`config.mk`:
```
export PLATFORM = sky130hd
export DESIGN_NAME = byte_range_lock_table_core_flat
export DESIGN_NICKNAME = d
export VERILOG_FILES = /design/src/rtl/core/brlt_pkg.sv /design/src/rtl/core/brlt_req_if.sv /design/src/rtl/core/brlt_rsp_if.sv /design/src/rtl/core/brlt_cell.sv /design/src/rtl/core/brlt_ctrl.sv /design/src/rtl/core/byte_range_lock_table_core.sv /design/src/flat_wrapper.sv
export SDC_FILE = /design/constraint.sdc
export NUM_CORES = 2
export LEC_CHECK = 0
export BUFFER_PORTS_ARGS = -buffer_cell sky130_fd_sc_hd__clkbuf_2
export CAP_MARGIN = 30
export CELL_PAD_IN_SITES_DETAIL_PLACEMENT = 1
export CELL_PAD_IN_SITES_GLOBAL_PLACEMENT = 2
export CORE_UTILIZATION = 40
export CTS_CLUSTER_SIZE = 10
export DETAILED_ROUTE_END_ITERATION = 10
export GPL_ROUTABILITY_DRIVEN = 0
export PLACE_DENSITY_LB_ADDON = 0.15
export SKIP_LAST_GASP = 1
export SLEW_MARGIN = 20
export SYNTH_ARGS = -nofsm -noshare
export SYNTH_HDL_FRONTEND = slang
export SYNTH_SLANG_ARGS = --single-unit
export TNS_END_PERCENT = 20
```
`constraint.sdc`:
```
create_clock -name clock -period 142.8 [get_ports clock]
set_input_delay 35.7 -clock clock [delete_from_list [all_inputs] [get_ports clock]]
set_output_delay 35.7 -clock clock [all_outputs]
set_load 0.05 [all_outputs]
```
`src/rtl/core/brlt_pkg.sv`:
```
package brlt_pkg;

   localparam int MAX_LOCKS_DEF   = 16;
   localparam int OWNER_BITS_DEF  = 8;
   localparam int OFFSET_BITS_DEF = 63;
   localparam int PID_BITS        = 22;

   typedef logic [1:0] code_type;

   // operations
   localparam code_type OP_TEST   = 2'd0;
   localparam code_type OP_SET    = 2'd1;
   localparam code_type OP_REMOVE = 2'd2;
   localparam code_type OP_RSVD   = 2'd3;

   // lock types
   localparam code_type LT_READ   = 2'd0;
   localparam code_type LT_WRITE  = 2'd1;
   localparam code_type LT_UNLOCK = 2'd2;
   localparam code_type LT_RSVD   = 2'd3;

   // response status
   localparam code_type ST_OK      = 2'd0;
   localparam code_type ST_BLOCK   = 2'd1;
   localparam code_type ST_FULL    = 2'd2;
   localparam code_type ST_INVALID = 2'd3;

   // conflict type when nothing conflicts
   localparam code_type CT_NONE = 2'd2;

   typedef struct packed {
      logic busy;
      logic shift;
   } brlt_stat_type;

endpackage

```
`src/rtl/core/brlt_req_if.sv`:
```
interface brlt_req_if import brlt_pkg::*; #(
   parameter int OWNER_BITS  = OWNER_BITS_DEF,
   parameter int OFFSET_BITS = OFFSET_BITS_DEF
);
   logic                   valid;
   logic                   ready;
   logic [1:0]             operation;
   logic [OWNER_BITS-1:0]  owner;
   logic [1:0]             lock_type;
   logic [OFFSET_BITS-1:0] range_start;
   logic [OFFSET_BITS-1:0] range_end;
   logic [PID_BITS-1:0]    pid;

   modport source (output valid, operation, owner, lock_type, range_start, range_end, pid,
                   input ready);
   modport sink (input valid, operation, owner, lock_type, range_start, range_end, pid,
                 output ready);
endinterface

```
`src/rtl/core/brlt_rsp_if.sv`:
```
interface brlt_rsp_if import brlt_pkg::*; #(
   parameter int OFFSET_BITS = OFFSET_BITS_DEF
);
   logic                   valid;
   logic                   ready;
   logic [1:0]             status;
   logic                   unlock_event;
   logic [1:0]             conflict_type;
   logic [OFFSET_BITS-1:0] conflict_start;
   logic [OFFSET_BITS-1:0] conflict_end;
   logic [PID_BITS-1:0]    conflict_pid;

   modport source (output valid, status, unlock_event, conflict_type, conflict_start,
                   conflict_end, conflict_pid, input ready);
   modport sink (input valid, status, unlock_event, conflict_type, conflict_start,
                 conflict_end, conflict_pid, output ready);
endinterface

```
`src/rtl/core/brlt_cell.sv`:
```
module brlt_cell import brlt_pkg::*; #(
   parameter int DATA_W = 8
) (
   input  logic              clock,
   input  logic              reset,
   input  logic              shift,
   input  logic              in_valid,
   input  logic [DATA_W-1:0] in_data,
   output logic              out_valid,
   output logic [DATA_W-1:0] out_data
);
   logic              valid_ff;
   logic [DATA_W-1:0] data_ff;

   always_ff @(posedge clock) begin
      if (reset) begin
         valid_ff <= 1'b0;
      end else if (shift) begin
         valid_ff <= in_valid;
      end
   end

   always_ff @(posedge clock) begin
      if (shift) begin
         data_ff <= in_data;
      end
   end

   assign out_valid = valid_ff;
   assign out_data  = data_ff;
endmodule

```
`src/rtl/core/brlt_ctrl.sv`:
```
module brlt_ctrl import brlt_pkg::*; #(
   parameter int MAX_LOCKS   = MAX_LOCKS_DEF,
   parameter int OWNER_BITS  = OWNER_BITS_DEF,
   parameter int OFFSET_BITS = OFFSET_BITS_DEF,
   parameter int DATA_W      = OWNER_BITS + 1 + 2 * OFFSET_BITS + PID_BITS
) (
   input  logic              clock,
   input  logic              reset,
   brlt_req_if.sink          req_chan,
   brlt_rsp_if.source        rsp_chan,
   input  logic              head_valid,
   input  logic [DATA_W-1:0] head_data,
   output logic              tail_valid,
   output logic [DATA_W-1:0] tail_data,
   output brlt_stat_type     stat
);
   localparam int IDX_W = $clog2(MAX_LOCKS);
   localparam int CNT_W = $clog2(MAX_LOCKS + 1);

   localparam logic [2:0] S_IDLE   = 3'd0;
   localparam logic [2:0] S_CONF   = 3'd1;
   localparam logic [2:0] S_MERGE  = 3'd2;
   localparam logic [2:0] S_PLAN   = 3'd3;
   localparam logic [2:0] S_COMMIT = 3'd4;
   localparam logic [2:0] S_REMOVE = 3'd5;
   localparam logic [2:0] S_DONE   = 3'd6;

   localparam logic [OFFSET_BITS-1:0] ONE = {{(OFFSET_BITS-1){1'b0}}, 1'b1};

   logic [2:0]             state_ff, state_in;
   logic [IDX_W-1:0]       idx_ff, idx_in;
   code_type               op_ff, op_in, type_ff, type_in, status_ff, status_in;
   logic [OWNER_BITS-1:0]  own_ff, own_in;
   logic [OFFSET_BITS-1:0] rs_ff, rs_in, re_ff, re_in, cs_ff, cs_in, ce_ff, ce_in;
   logic [PID_BITS-1:0]    pid_ff, pid_in;
   logic                   changed_ff, changed_in;
   logic                   hit_ff, hit_in, hit_wr_ff, hit_wr_in;
   logic [OFFSET_BITS-1:0] hit_start_ff, hit_start_in, hit_end_ff, hit_end_in;
   logic [PID_BITS-1:0]    hit_pid_ff, hit_pid_in;
   logic [CNT_W-1:0]       free_ff, free_in;
   logic                   split_ff, split_in, sp_wr_ff, sp_wr_in;
   logic [OFFSET_BITS-1:0] sp_end_ff, sp_end_in;
   logic [PID_BITS-1:0]    sp_pid_ff, sp_pid_in;
   logic                   ins_ff, ins_in;
   logic                   ev_ff, ev_in;
   logic                   rsp_valid_ff, rsp_valid_in;
   code_type               rsp_status_ff, rsp_status_in, rsp_ctype_ff, rsp_ctype_in;
   logic                   rsp_ev_ff, rsp_ev_in;
   logic [OFFSET_BITS-1:0] rsp_start_ff, rsp_start_in, rsp_end_ff, rsp_end_in;
   logic [PID_BITS-1:0]    rsp_pid_ff, rsp_pid_in;

   logic [OWNER_BITS-1:0]  h_owner;
   logic                   h_wr;
   logic [OFFSET_BITS-1:0] h_start, h_end;
   logic [PID_BITS-1:0]    h_pid;
   logic                   own_match, conf_ovl, cur_ovl, touch, same_kind, is_unlock;
   logic                   absorb, other, covers, inner, post_valid, conflict;
   logic                   last, shifting, bad, hit_now, split_now;
   logic [CNT_W-1:0]       free_now, need;
   logic [OFFSET_BITS-1:0] t_start, t_end;

   assign {h_owner, h_wr, h_start, h_end, h_pid} = head_data;

   assign is_unlock = (type_ff == LT_UNLOCK);
   assign own_match = head_valid && (h_owner == own_ff);
   assign conf_ovl  = (h_end >= rs_ff) && (re_ff >= h_start);
   assign cur_ovl   = (h_end >= cs_ff) && (ce_ff >= h_start);
   assign touch     = ({1'b0, ce_ff} + {1'b0, ONE} == {1'b0, h_start}) ||
                      ({1'b0, h_end} + {1'b0, ONE} == {1'b0, cs_ff});
   assign same_kind = !is_unlock && (h_wr == type_ff[0]);
   assign absorb    = own_match && same_kind && (cur_ovl || touch);
   assign other     = own_match && !same_kind && cur_ovl;
   assign covers    = (cs_ff <= h_start) && (ce_ff >= h_end);
   assign inner     = (cs_ff > h_start) && (ce_ff < h_end);
   assign post_valid = head_valid && !absorb && !(other && covers);
   assign conflict  = head_valid && (h_owner != own_ff) && conf_ovl &&
                      (h_wr || type_ff == LT_WRITE);

   assign last     = (idx_ff == IDX_W'(MAX_LOCKS - 1));
   assign shifting = (state_ff == S_CONF) || (state_ff == S_MERGE) || (state_ff == S_PLAN) ||
                     (state_ff == S_COMMIT) || (state_ff == S_REMOVE);

   assign bad = (req_chan.operation == OP_RSVD) ||
                (req_chan.operation == OP_TEST && req_chan.lock_type >= LT_UNLOCK) ||
                (req_chan.operation == OP_SET && req_chan.lock_type == LT_RSVD) ||
                (req_chan.operation != OP_REMOVE && req_chan.range_start > req_chan.range_end);

   assign hit_now   = hit_ff || conflict;
   assign split_now = split_ff || (other && inner);
   assign free_now  = free_ff + CNT_W'(!post_valid);
   assign need      = CNT_W'(split_now) + CNT_W'(!is_unlock);

   // trimmed bounds of an owner lock of the other kind
   always_comb begin
      t_start = h_start;
      t_end   = h_end;
      if (other && (inner || h_start < cs_ff)) begin
         t_end = cs_ff - ONE;
      end else if (other) begin
         t_start = ce_ff + ONE;
      end
   end

   // head entry returns at the tail; commit may alter or drop it, remove drops owner entries
   always_comb begin
      tail_valid = head_valid;
      tail_data  = head_data;
      case (state_ff)
         S_COMMIT: begin
            tail_valid = post_valid;
            tail_data  = {h_owner, h_wr, t_start, t_end, h_pid};
            if (!post_valid && split_ff) begin
               tail_valid = 1'b1;
               tail_data  = {own_ff, sp_wr_ff, ce_ff + ONE, sp_end_ff, sp_pid_ff};
            end else if (!post_valid && ins_ff) begin
               tail_valid = 1'b1;
               tail_data  = {own_ff, type_ff[0], cs_ff, ce_ff, pid_ff};
            end
         end
         S_REMOVE: tail_valid = head_valid && !own_match;
         default: ;
      endcase
   end

   always_comb begin
      state_in     = state_ff;
      idx_in       = shifting ? (last ? '0 : idx_ff + 1'b1) : '0;
      op_in        = op_ff;
      type_in      = type_ff;
      own_in       = own_ff;
      rs_in        = rs_ff;
      re_in        = re_ff;
      pid_in       = pid_ff;
      cs_in        = cs_ff;
      ce_in        = ce_ff;
      status_in    = status_ff;
      changed_in   = changed_ff;
      hit_in       = hit_ff;
      hit_wr_in    = hit_wr_ff;
      hit_start_in = hit_start_ff;
      hit_end_in   = hit_end_ff;
      hit_pid_in   = hit_pid_ff;
      free_in      = free_ff;
      split_in     = split_ff;
      sp_wr_in     = sp_wr_ff;
      sp_end_in    = sp_end_ff;
      sp_pid_in    = sp_pid_ff;
      ins_in       = ins_ff;
      ev_in        = ev_ff;
      rsp_valid_in = rsp_valid_ff && !rsp_chan.ready;
      rsp_status_in = rsp_status_ff;
      rsp_ev_in    = rsp_ev_ff;
      rsp_ctype_in = rsp_ctype_ff;
      rsp_start_in = rsp_start_ff;
      rsp_end_in   = rsp_end_ff;
      rsp_pid_in   = rsp_pid_ff;

      case (state_ff)
         S_IDLE: begin
            if (req_chan.valid) begin
               op_in     = req_chan.operation;
               type_in   = req_chan.lock_type;
               own_in    = req_chan.owner;
               rs_in     = req_chan.range_start;
               re_in     = req_chan.range_end;
               cs_in     = req_chan.range_start;
               ce_in     = req_chan.range_end;
               pid_in    = req_chan.pid;
               status_in = bad ? ST_INVALID : ST_OK;
               hit_in    = 1'b0;
               ev_in     = 1'b0;
               free_in   = '0;
               split_in  = 1'b0;
               if (bad) begin
                  state_in = S_DONE;
               end else if (req_chan.operation == OP_REMOVE) begin
                  state_in = S_REMOVE;
               end else if (req_chan.operation == OP_SET &&
                            req_chan.lock_type == LT_UNLOCK) begin
                  state_in = S_PLAN;
               end else begin
                  state_in = S_CONF;
               end
            end
         end
         S_CONF: begin
            if (conflict && !hit_ff) begin
               hit_in       = 1'b1;
               hit_wr_in    = h_wr;
               hit_start_in = h_start;
               hit_end_in   = h_end;
               hit_pid_in   = h_pid;
            end
            if (last) begin
               changed_in = 1'b0;
               if (op_ff == OP_TEST) begin
                  state_in = S_DONE;
               end else if (hit_now) begin
                  status_in = ST_BLOCK;
                  state_in  = S_DONE;
               end else begin
                  state_in = S_MERGE;
               end
            end
         end
         S_MERGE: begin
            if (absorb) begin
               if (h_start < cs_ff) cs_in = h_start;
               if (h_end > ce_ff) ce_in = h_end;
               if (h_start < cs_ff || h_end > ce_ff) changed_in = 1'b1;
            end
            // repeat the pass until the merged range stops growing
            if (last) begin
               changed_in = 1'b0;
               if (!(changed_in || changed_ff || (absorb &&
                     (h_start < cs_ff || h_end > ce_ff)))) begin
                  state_in = S_PLAN;
               end
            end
         end
         S_PLAN: begin
            free_in  = free_now;
            split_in = split_now;
            if (other) ev_in = 1'b1;
            if (other && inner) begin
               sp_wr_in  = h_wr;
               sp_end_in = h_end;
               sp_pid_in = h_pid;
            end
            if (last) begin
               if (free_now < need) begin
                  status_in = ST_FULL;
                  ev_in     = 1'b0;
                  state_in  = S_DONE;
               end else begin
                  ins_in   = !is_unlock;
                  state_in = S_COMMIT;
               end
            end
         end
         S_COMMIT: begin
            if (!post_valid && split_ff) begin
               split_in = 1'b0;
            end else if (!post_valid && ins_ff) begin
               ins_in = 1'b0;
            end
            if (last) state_in = S_DONE;
         end
         S_REMOVE: begin
            if (last) state_in = S_DONE;
         end
         S_DONE: begin
            if (!rsp_valid_ff || rsp_chan.ready) begin
               rsp_valid_in  = 1'b1;
               rsp_status_in = status_ff;
               rsp_ev_in     = ev_ff;
               rsp_ctype_in  = hit_ff ? (hit_wr_ff ? LT_WRITE : LT_READ) : CT_NONE;
               rsp_start_in  = hit_ff ? hit_start_ff : '0;
               rsp_end_in    = hit_ff ? hit_end_ff : '0;
               rsp_pid_in    = hit_ff ? hit_pid_ff : '0;
               state_in      = S_IDLE;
            end
         end
         default: state_in = S_IDLE;
      endcase
   end

   always_ff @(posedge clock) begin
      if (reset) begin
         state_ff     <= S_IDLE;
         idx_ff       <= '0;
         rsp_valid_ff <= 1'b0;
      end else begin
         state_ff     <= state_in;
         idx_ff       <= idx_in;
         rsp_valid_ff <= rsp_valid_in;
      end
   end

   always_ff @(posedge clock) begin
      op_ff         <= op_in;
      type_ff       <= type_in;
      own_ff        <= own_in;
      rs_ff         <= rs_in;
      re_ff         <= re_in;
      pid_ff        <= pid_in;
      cs_ff         <= cs_in;
      ce_ff         <= ce_in;
      status_ff     <= status_in;
      changed_ff    <= changed_in;
      hit_ff        <= hit_in;
      hit_wr_ff     <= hit_wr_in;
      hit_start_ff  <= hit_start_in;
      hit_end_ff    <= hit_end_in;
      hit_pid_ff    <= hit_pid_in;
      free_ff       <= free_in;
      split_ff      <= split_in;
      sp_wr_ff      <= sp_wr_in;
      sp_end_ff     <= sp_end_in;
      sp_pid_ff     <= sp_pid_in;
      ins_ff        <= ins_in;
      ev_ff         <= ev_in;
      rsp_status_ff <= rsp_status_in;
      rsp_ev_ff     <= rsp_ev_in;
      rsp_ctype_ff  <= rsp_ctype_in;
      rsp_start_ff  <= rsp_start_in;
      rsp_end_ff    <= rsp_end_in;
      rsp_pid_ff    <= rsp_pid_in;
   end

   assign req_chan.ready          = (state_ff == S_IDLE);
   assign rsp_chan.valid          = rsp_valid_ff;
   assign rsp_chan.status         = rsp_status_ff;
   assign rsp_chan.unlock_event   = rsp_ev_ff;
   assign rsp_chan.conflict_type  = rsp_ctype_ff;
   assign rsp_chan.conflict_start = rsp_start_ff;
   assign rsp_chan.conflict_end   = rsp_end_ff;
   assign rsp_chan.conflict_pid   = rsp_pid_ff;

   assign stat.busy  = (state_ff != S_IDLE);
   assign stat.shift = shifting;
endmodule

```
`src/rtl/core/byte_range_lock_table_core.sv`:
```
// passes over the ring: an invalid request makes none; test, remove and blocked set make one
// set makes k+3 and unlock 2, where k >= 1 is the number of merge passes
// a set or unlock that finds the table full answers one pass earlier
// one request at a time; each pass rotates the cell ring once, one entry per cycle
// a new request is taken while the previous response still waits
// synchronous reset clears every entry valid bit, leaving the table empty
module byte_range_lock_table_core import brlt_pkg::*; #(
   parameter int MAX_LOCKS   = MAX_LOCKS_DEF,
   parameter int OWNER_BITS  = OWNER_BITS_DEF,
   parameter int OFFSET_BITS = OFFSET_BITS_DEF
) (
   input logic        clock,
   input logic        reset,
   brlt_req_if.sink   req_chan,
   brlt_rsp_if.source rsp_chan
);
   localparam int DATA_W = OWNER_BITS + 1 + 2 * OFFSET_BITS + PID_BITS;

   logic              cell_valid [MAX_LOCKS];
   logic [DATA_W-1:0] cell_data  [MAX_LOCKS];
   logic              tail_valid;
   logic [DATA_W-1:0] tail_data;
   brlt_stat_type     stat;

   brlt_ctrl #(
      .MAX_LOCKS   (MAX_LOCKS),
      .OWNER_BITS  (OWNER_BITS),
      .OFFSET_BITS (OFFSET_BITS),
      .DATA_W      (DATA_W)
   ) u_ctrl (
      .clock      (clock),
      .reset      (reset),
      .req_chan   (req_chan),
      .rsp_chan   (rsp_chan),
      .head_valid (cell_valid[0]),
      .head_data  (cell_data[0]),
      .tail_valid (tail_valid),
      .tail_data  (tail_data),
      .stat       (stat)
   );

   // cell 0 is the head seen by the controller, the last cell takes its output
   for (genvar i = 0; i < MAX_LOCKS; i++) begin : g_cell
      if (i == MAX_LOCKS - 1) begin : g_tail
         brlt_cell #(.DATA_W(DATA_W)) u_cell (
            .clock     (clock),
            .reset     (reset),
            .shift     (stat.shift),
            .in_valid  (tail_valid),
            .in_data   (tail_data),
            .out_valid (cell_valid[i]),
            .out_data  (cell_data[i])
         );
      end else begin : g_mid
         brlt_cell #(.DATA_W(DATA_W)) u_cell (
            .clock     (clock),
            .reset     (reset),
            .shift     (stat.shift),
            .in_valid  (cell_valid[i+1]),
            .in_data   (cell_data[i+1]),
            .out_valid (cell_valid[i]),
            .out_data  (cell_data[i])
         );
      end
   end

   a_shift_busy: assert property (@(posedge clock) disable iff (reset)
      stat.shift |-> stat.busy)
      else $error("ring rotates while idle");

   a_accept_busy: assert property (@(posedge clock) disable iff (reset)
      (req_chan.valid && req_chan.ready) |=> (stat.busy || rsp_chan.valid))
      else $error("request accepted but not worked on");

   a_full_clean: assert property (@(posedge clock) disable iff (reset)
      (rsp_chan.valid && rsp_chan.status == ST_FULL) |->
      (rsp_chan.conflict_type == CT_NONE && !rsp_chan.unlock_event))
      else $error("table full response carries stale fields");
endmodule
```
`src/flat_wrapper.sv`:
```
// flat-port wrapper written by rule: the top's interface ports become plain ports
module byte_range_lock_table_core_flat import brlt_pkg::*;
#(
   parameter int MAX_LOCKS   = MAX_LOCKS_DEF,
   parameter int OWNER_BITS  = OWNER_BITS_DEF,
   parameter int OFFSET_BITS = OFFSET_BITS_DEF
)
  (clock, reset, req_chan_valid, req_chan_operation, req_chan_owner, req_chan_lock_type, req_chan_range_start, req_chan_range_end, req_chan_pid, req_chan_ready, rsp_chan_valid, rsp_chan_status, rsp_chan_unlock_event, rsp_chan_conflict_type, rsp_chan_conflict_start, rsp_chan_conflict_end, rsp_chan_conflict_pid, rsp_chan_ready);
  brlt_req_if #(.OWNER_BITS(OWNER_BITS), .OFFSET_BITS(OFFSET_BITS)) req_chan_i ();
  brlt_rsp_if #(.OFFSET_BITS(OFFSET_BITS)) rsp_chan_i ();
  input logic clock;
  input logic reset;
  input wire logic [$bits(req_chan_i.valid)-1:0] req_chan_valid;
  input wire logic [$bits(req_chan_i.operation)-1:0] req_chan_operation;
  input wire logic [$bits(req_chan_i.owner)-1:0] req_chan_owner;
  input wire logic [$bits(req_chan_i.lock_type)-1:0] req_chan_lock_type;
  input wire logic [$bits(req_chan_i.range_start)-1:0] req_chan_range_start;
  input wire logic [$bits(req_chan_i.range_end)-1:0] req_chan_range_end;
  input wire logic [$bits(req_chan_i.pid)-1:0] req_chan_pid;
  output wire logic [$bits(req_chan_i.ready)-1:0] req_chan_ready;
  output wire logic [$bits(rsp_chan_i.valid)-1:0] rsp_chan_valid;
  output wire logic [$bits(rsp_chan_i.status)-1:0] rsp_chan_status;
  output wire logic [$bits(rsp_chan_i.unlock_event)-1:0] rsp_chan_unlock_event;
  output wire logic [$bits(rsp_chan_i.conflict_type)-1:0] rsp_chan_conflict_type;
  output wire logic [$bits(rsp_chan_i.conflict_start)-1:0] rsp_chan_conflict_start;
  output wire logic [$bits(rsp_chan_i.conflict_end)-1:0] rsp_chan_conflict_end;
  output wire logic [$bits(rsp_chan_i.conflict_pid)-1:0] rsp_chan_conflict_pid;
  input wire logic [$bits(rsp_chan_i.ready)-1:0] rsp_chan_ready;
  assign req_chan_i.valid = req_chan_valid;
  assign req_chan_i.operation = req_chan_operation;
  assign req_chan_i.owner = req_chan_owner;
  assign req_chan_i.lock_type = req_chan_lock_type;
  assign req_chan_i.range_start = req_chan_range_start;
  assign req_chan_i.range_end = req_chan_range_end;
  assign req_chan_i.pid = req_chan_pid;
  assign req_chan_ready = req_chan_i.ready;
  assign rsp_chan_valid = rsp_chan_i.valid;
  assign rsp_chan_status = rsp_chan_i.status;
  assign rsp_chan_unlock_event = rsp_chan_i.unlock_event;
  assign rsp_chan_conflict_type = rsp_chan_i.conflict_type;
  assign rsp_chan_conflict_start = rsp_chan_i.conflict_start;
  assign rsp_chan_conflict_end = rsp_chan_i.conflict_end;
  assign rsp_chan_conflict_pid = rsp_chan_i.conflict_pid;
  assign rsp_chan_i.ready = rsp_chan_ready;
  byte_range_lock_table_core #(.MAX_LOCKS(MAX_LOCKS), .OWNER_BITS(OWNER_BITS), .OFFSET_BITS(OFFSET_BITS)) u_core (.clock(clock), .reset(reset), .req_chan(req_chan_i), .rsp_chan(rsp_chan_i));
endmodule
```
==> results.toml <==
[timing]
maxSlewViolCount = 0
setup_tns_ns = 0
finalHoldViolCount = 0
min_period_ns = 40.32
layout_setup_ws_ns = 102.48
relSlewSlack_pct = 23.90
setup_viol = 0
worst_clock_skew_ns = 0.05428
period_share_pct = 28.23
worst_pin_slew_ns = 1.142
fmax_mhz = 24.80
rsz0062_at_grt = "no"

[pwr]
pwr_density_cell_nw_per_um2 = 24.94
power.leakage_nw = 49.94
ir_worst_vdd_uv = 21.85

[global_route]
gr-usage-all-layers_pct = 22.45
antenna_found_initial = 51
grt_pass1_wl_mm = 496.0
grt_overflow = 0
grt_max_degree = 208
grt_pass1_vias = 67320

[routing]
dr_wl_met2_mm = 152.6
first_iter_violations = 6741
routed_wl_mm = 353.3
met3WireLength_mm = 23.06
wl_met1_mm = 164.6
wl_per_cell_um = 29.23
avgViaCountPerCell = 5.544
topRoutingLayerUsed = "met5"
remaining_drc_errors = 0
vias = 67020
dr.pass1.iters = 7
ant_nets = 0

[synth]
synth_nets = 7860
ys_seq_area_share_pct = 78.39
avgSynthCellArea_um2 = 16.99
synth_warnings = 0
async_reset_ff_share_pct = 0
netlist_area_um2 = 123100
ys_ff_latch = 3222
synth_edf_count = 3198
synth_cell_types = 89
netlist_instances = 7247
ys.flop_type = "edfxtp_1"

[die]
io_pins = 319
core_um2 = 306100
design.die.area_um2 = 310000
start_util_pct = 40.23
die_w_um = 556.8
rows = 203
die_y_um = 556.8

[clock_tree]
cts_inserted_buffers = 372
cts_setup_buffers = 0
ctsHoldBuffers = 0
cts_tree = "yes"
clockRootBuffer = "clkbuf_16"
clk_pin_slew_ns = 0.06
cts.htree.levels = 5
cts_resized = 0
cts_sinks = 3222
clk_latency_ns = 0.93
clk_path_buf_depth = 4

[flow_run]
max_cap_violations = 0

[setup_path]
crit_fanout = 4
cp-start-kind = "primary input"
worstSetupEndpointType = "flip-flop"
worstSetupPathType = "primary input to flip-flop"
required_ns = 143.53
cp_data_arrival_time_ns = 41.05

[place]
dpl.hpwl_mm = 245.2
port_buffers = 318
place_ws_ns = 101.72

[layout]
drive_above_1_share_pct = 13.36
final_nets = 8476
final_cell_mix = "edfxtp_1 (3198), ha_1 (449), nand2_1 (392), inv_1 (390), clkbuf_16 (372)"
final_common_cell = "edfxtp_1"
largest_reg_flops = 2355
area_delta_synth_final_pct = 14.65

[worst_hold_path]
min_path_type = "flip-flop to flip-flop"

[outcome]
outcome = "finished clean"
cells by family after synthesis:
kind of cell / count (synthesis) / synth area share (%)
buffers and inverters: 665 / 2.114
AOI/OAI and AO/OA: 1044 / 5.822
xor gates and xnor gates: 230 / 1.642
DFF: 3222 / 78.39
adders and majority gates: 449 / 4.563
and+or+nand+nor: 1514 / 6.392
muxes: 123 / 1.075
metal layers:
layer  vias to the layer above  global-route usage, %
met2                      2179                  33.02
met5                         -                      0
li1                      29180                      -
met4                        14                  8.075
met1                     35080                  33.54
met3                       571                  3.672
area by class of cell:
cell class,instances,area [µm²]
Fill cell,29140,164900
Sequential cell,3222,96510
Multi-Input combinational cell,3360,24170
Clock buffer,437,9573
Tap cell,4100,5130
Timing Repair Buffer,513,3354
Inverter,394,1494
Clock inverter,54,897.1
Antenna cell,9,22.52
path summary, 6_finish.rpt:
kind / startpoint / end / slack [ns] / cells after the start
worst min register to register: u_core.g_cell[5].g_mid.u_cell.out_data[122] / u_core.g_cell[4].g_mid.u_cell.out_data[122] / 0.38 / 0
worst min-delay path: u_core.g_cell[5].g_mid.u_cell.out_data[122] / u_core.g_cell[4].g_mid.u_cell.out_data[122] / 0.38 / 0
worst max register to register: u_core.u_ctrl.ce_ff[0] / u_core.u_ctrl.status_ff[0] / 133.98 / 22
worst max-delay path: req_chan_range_end[62] / u_core.u_ctrl.state_ff[0] / 102.48 / 16
through the flow:
step | util (%) | area (µm²) | std cells | power, W | hold slack [ns]
floorplan | - | 123100 | 7247 | 0.003516 | 0.4003
global placement | 42.59 | 130400 | 11570 | 0.002640 | 0.4002
detailed placement | 42.64 | 130500 | 11580 | 0.002690 | 0.4051
CTS | 46.06 | 141000 | 12070 | 0.003553 | 0.3685
global route | 46.11 | 141100 | 12080 | 0.003680 | 0.3815
finish | 46.12 | 141200 | 12090 | 0.003521 | 0.3794
power by group:
part / switching (W) / internal [W]
clock: 0.000361 / 0.000478
sequential: 0.000196 / 0.00170
combinational: 0.000580 / 0.000210
cell usage after synthesis, drive strengths merged, types with 125 or more instances:
cell	instances	area share, %
ha	449	4.6
edfxtp	3198	78
xnor2	180	1.3
o21ai	157	0.64
nand3	125	0.51
and2	210	1.1
inv	393	1.2
a21oi	272	1.1
nor2	266	0.81
nand4	162	0.85
nand2	394	1.2
clkbuf	192	0.59
worst max-delay path: stages:
cell	delay [ns]
clkbuf_2	0.09
inv_1	0.06
ha_1	0.30
nand4_1	0.48
nor2_1	0.89
and3_1	0.31
and4_1	0.45
nand3_1	0.58
a211o_1	0.68
o2111ai_1	0.34
nor2_1	0.17
o221ai_1	0.26
buf_4	0.24
o21ai_0	0.17
nor3_1	0.18
a2111oi_0	0.09
Note: power is estimated with default switching activity, not from simulation.
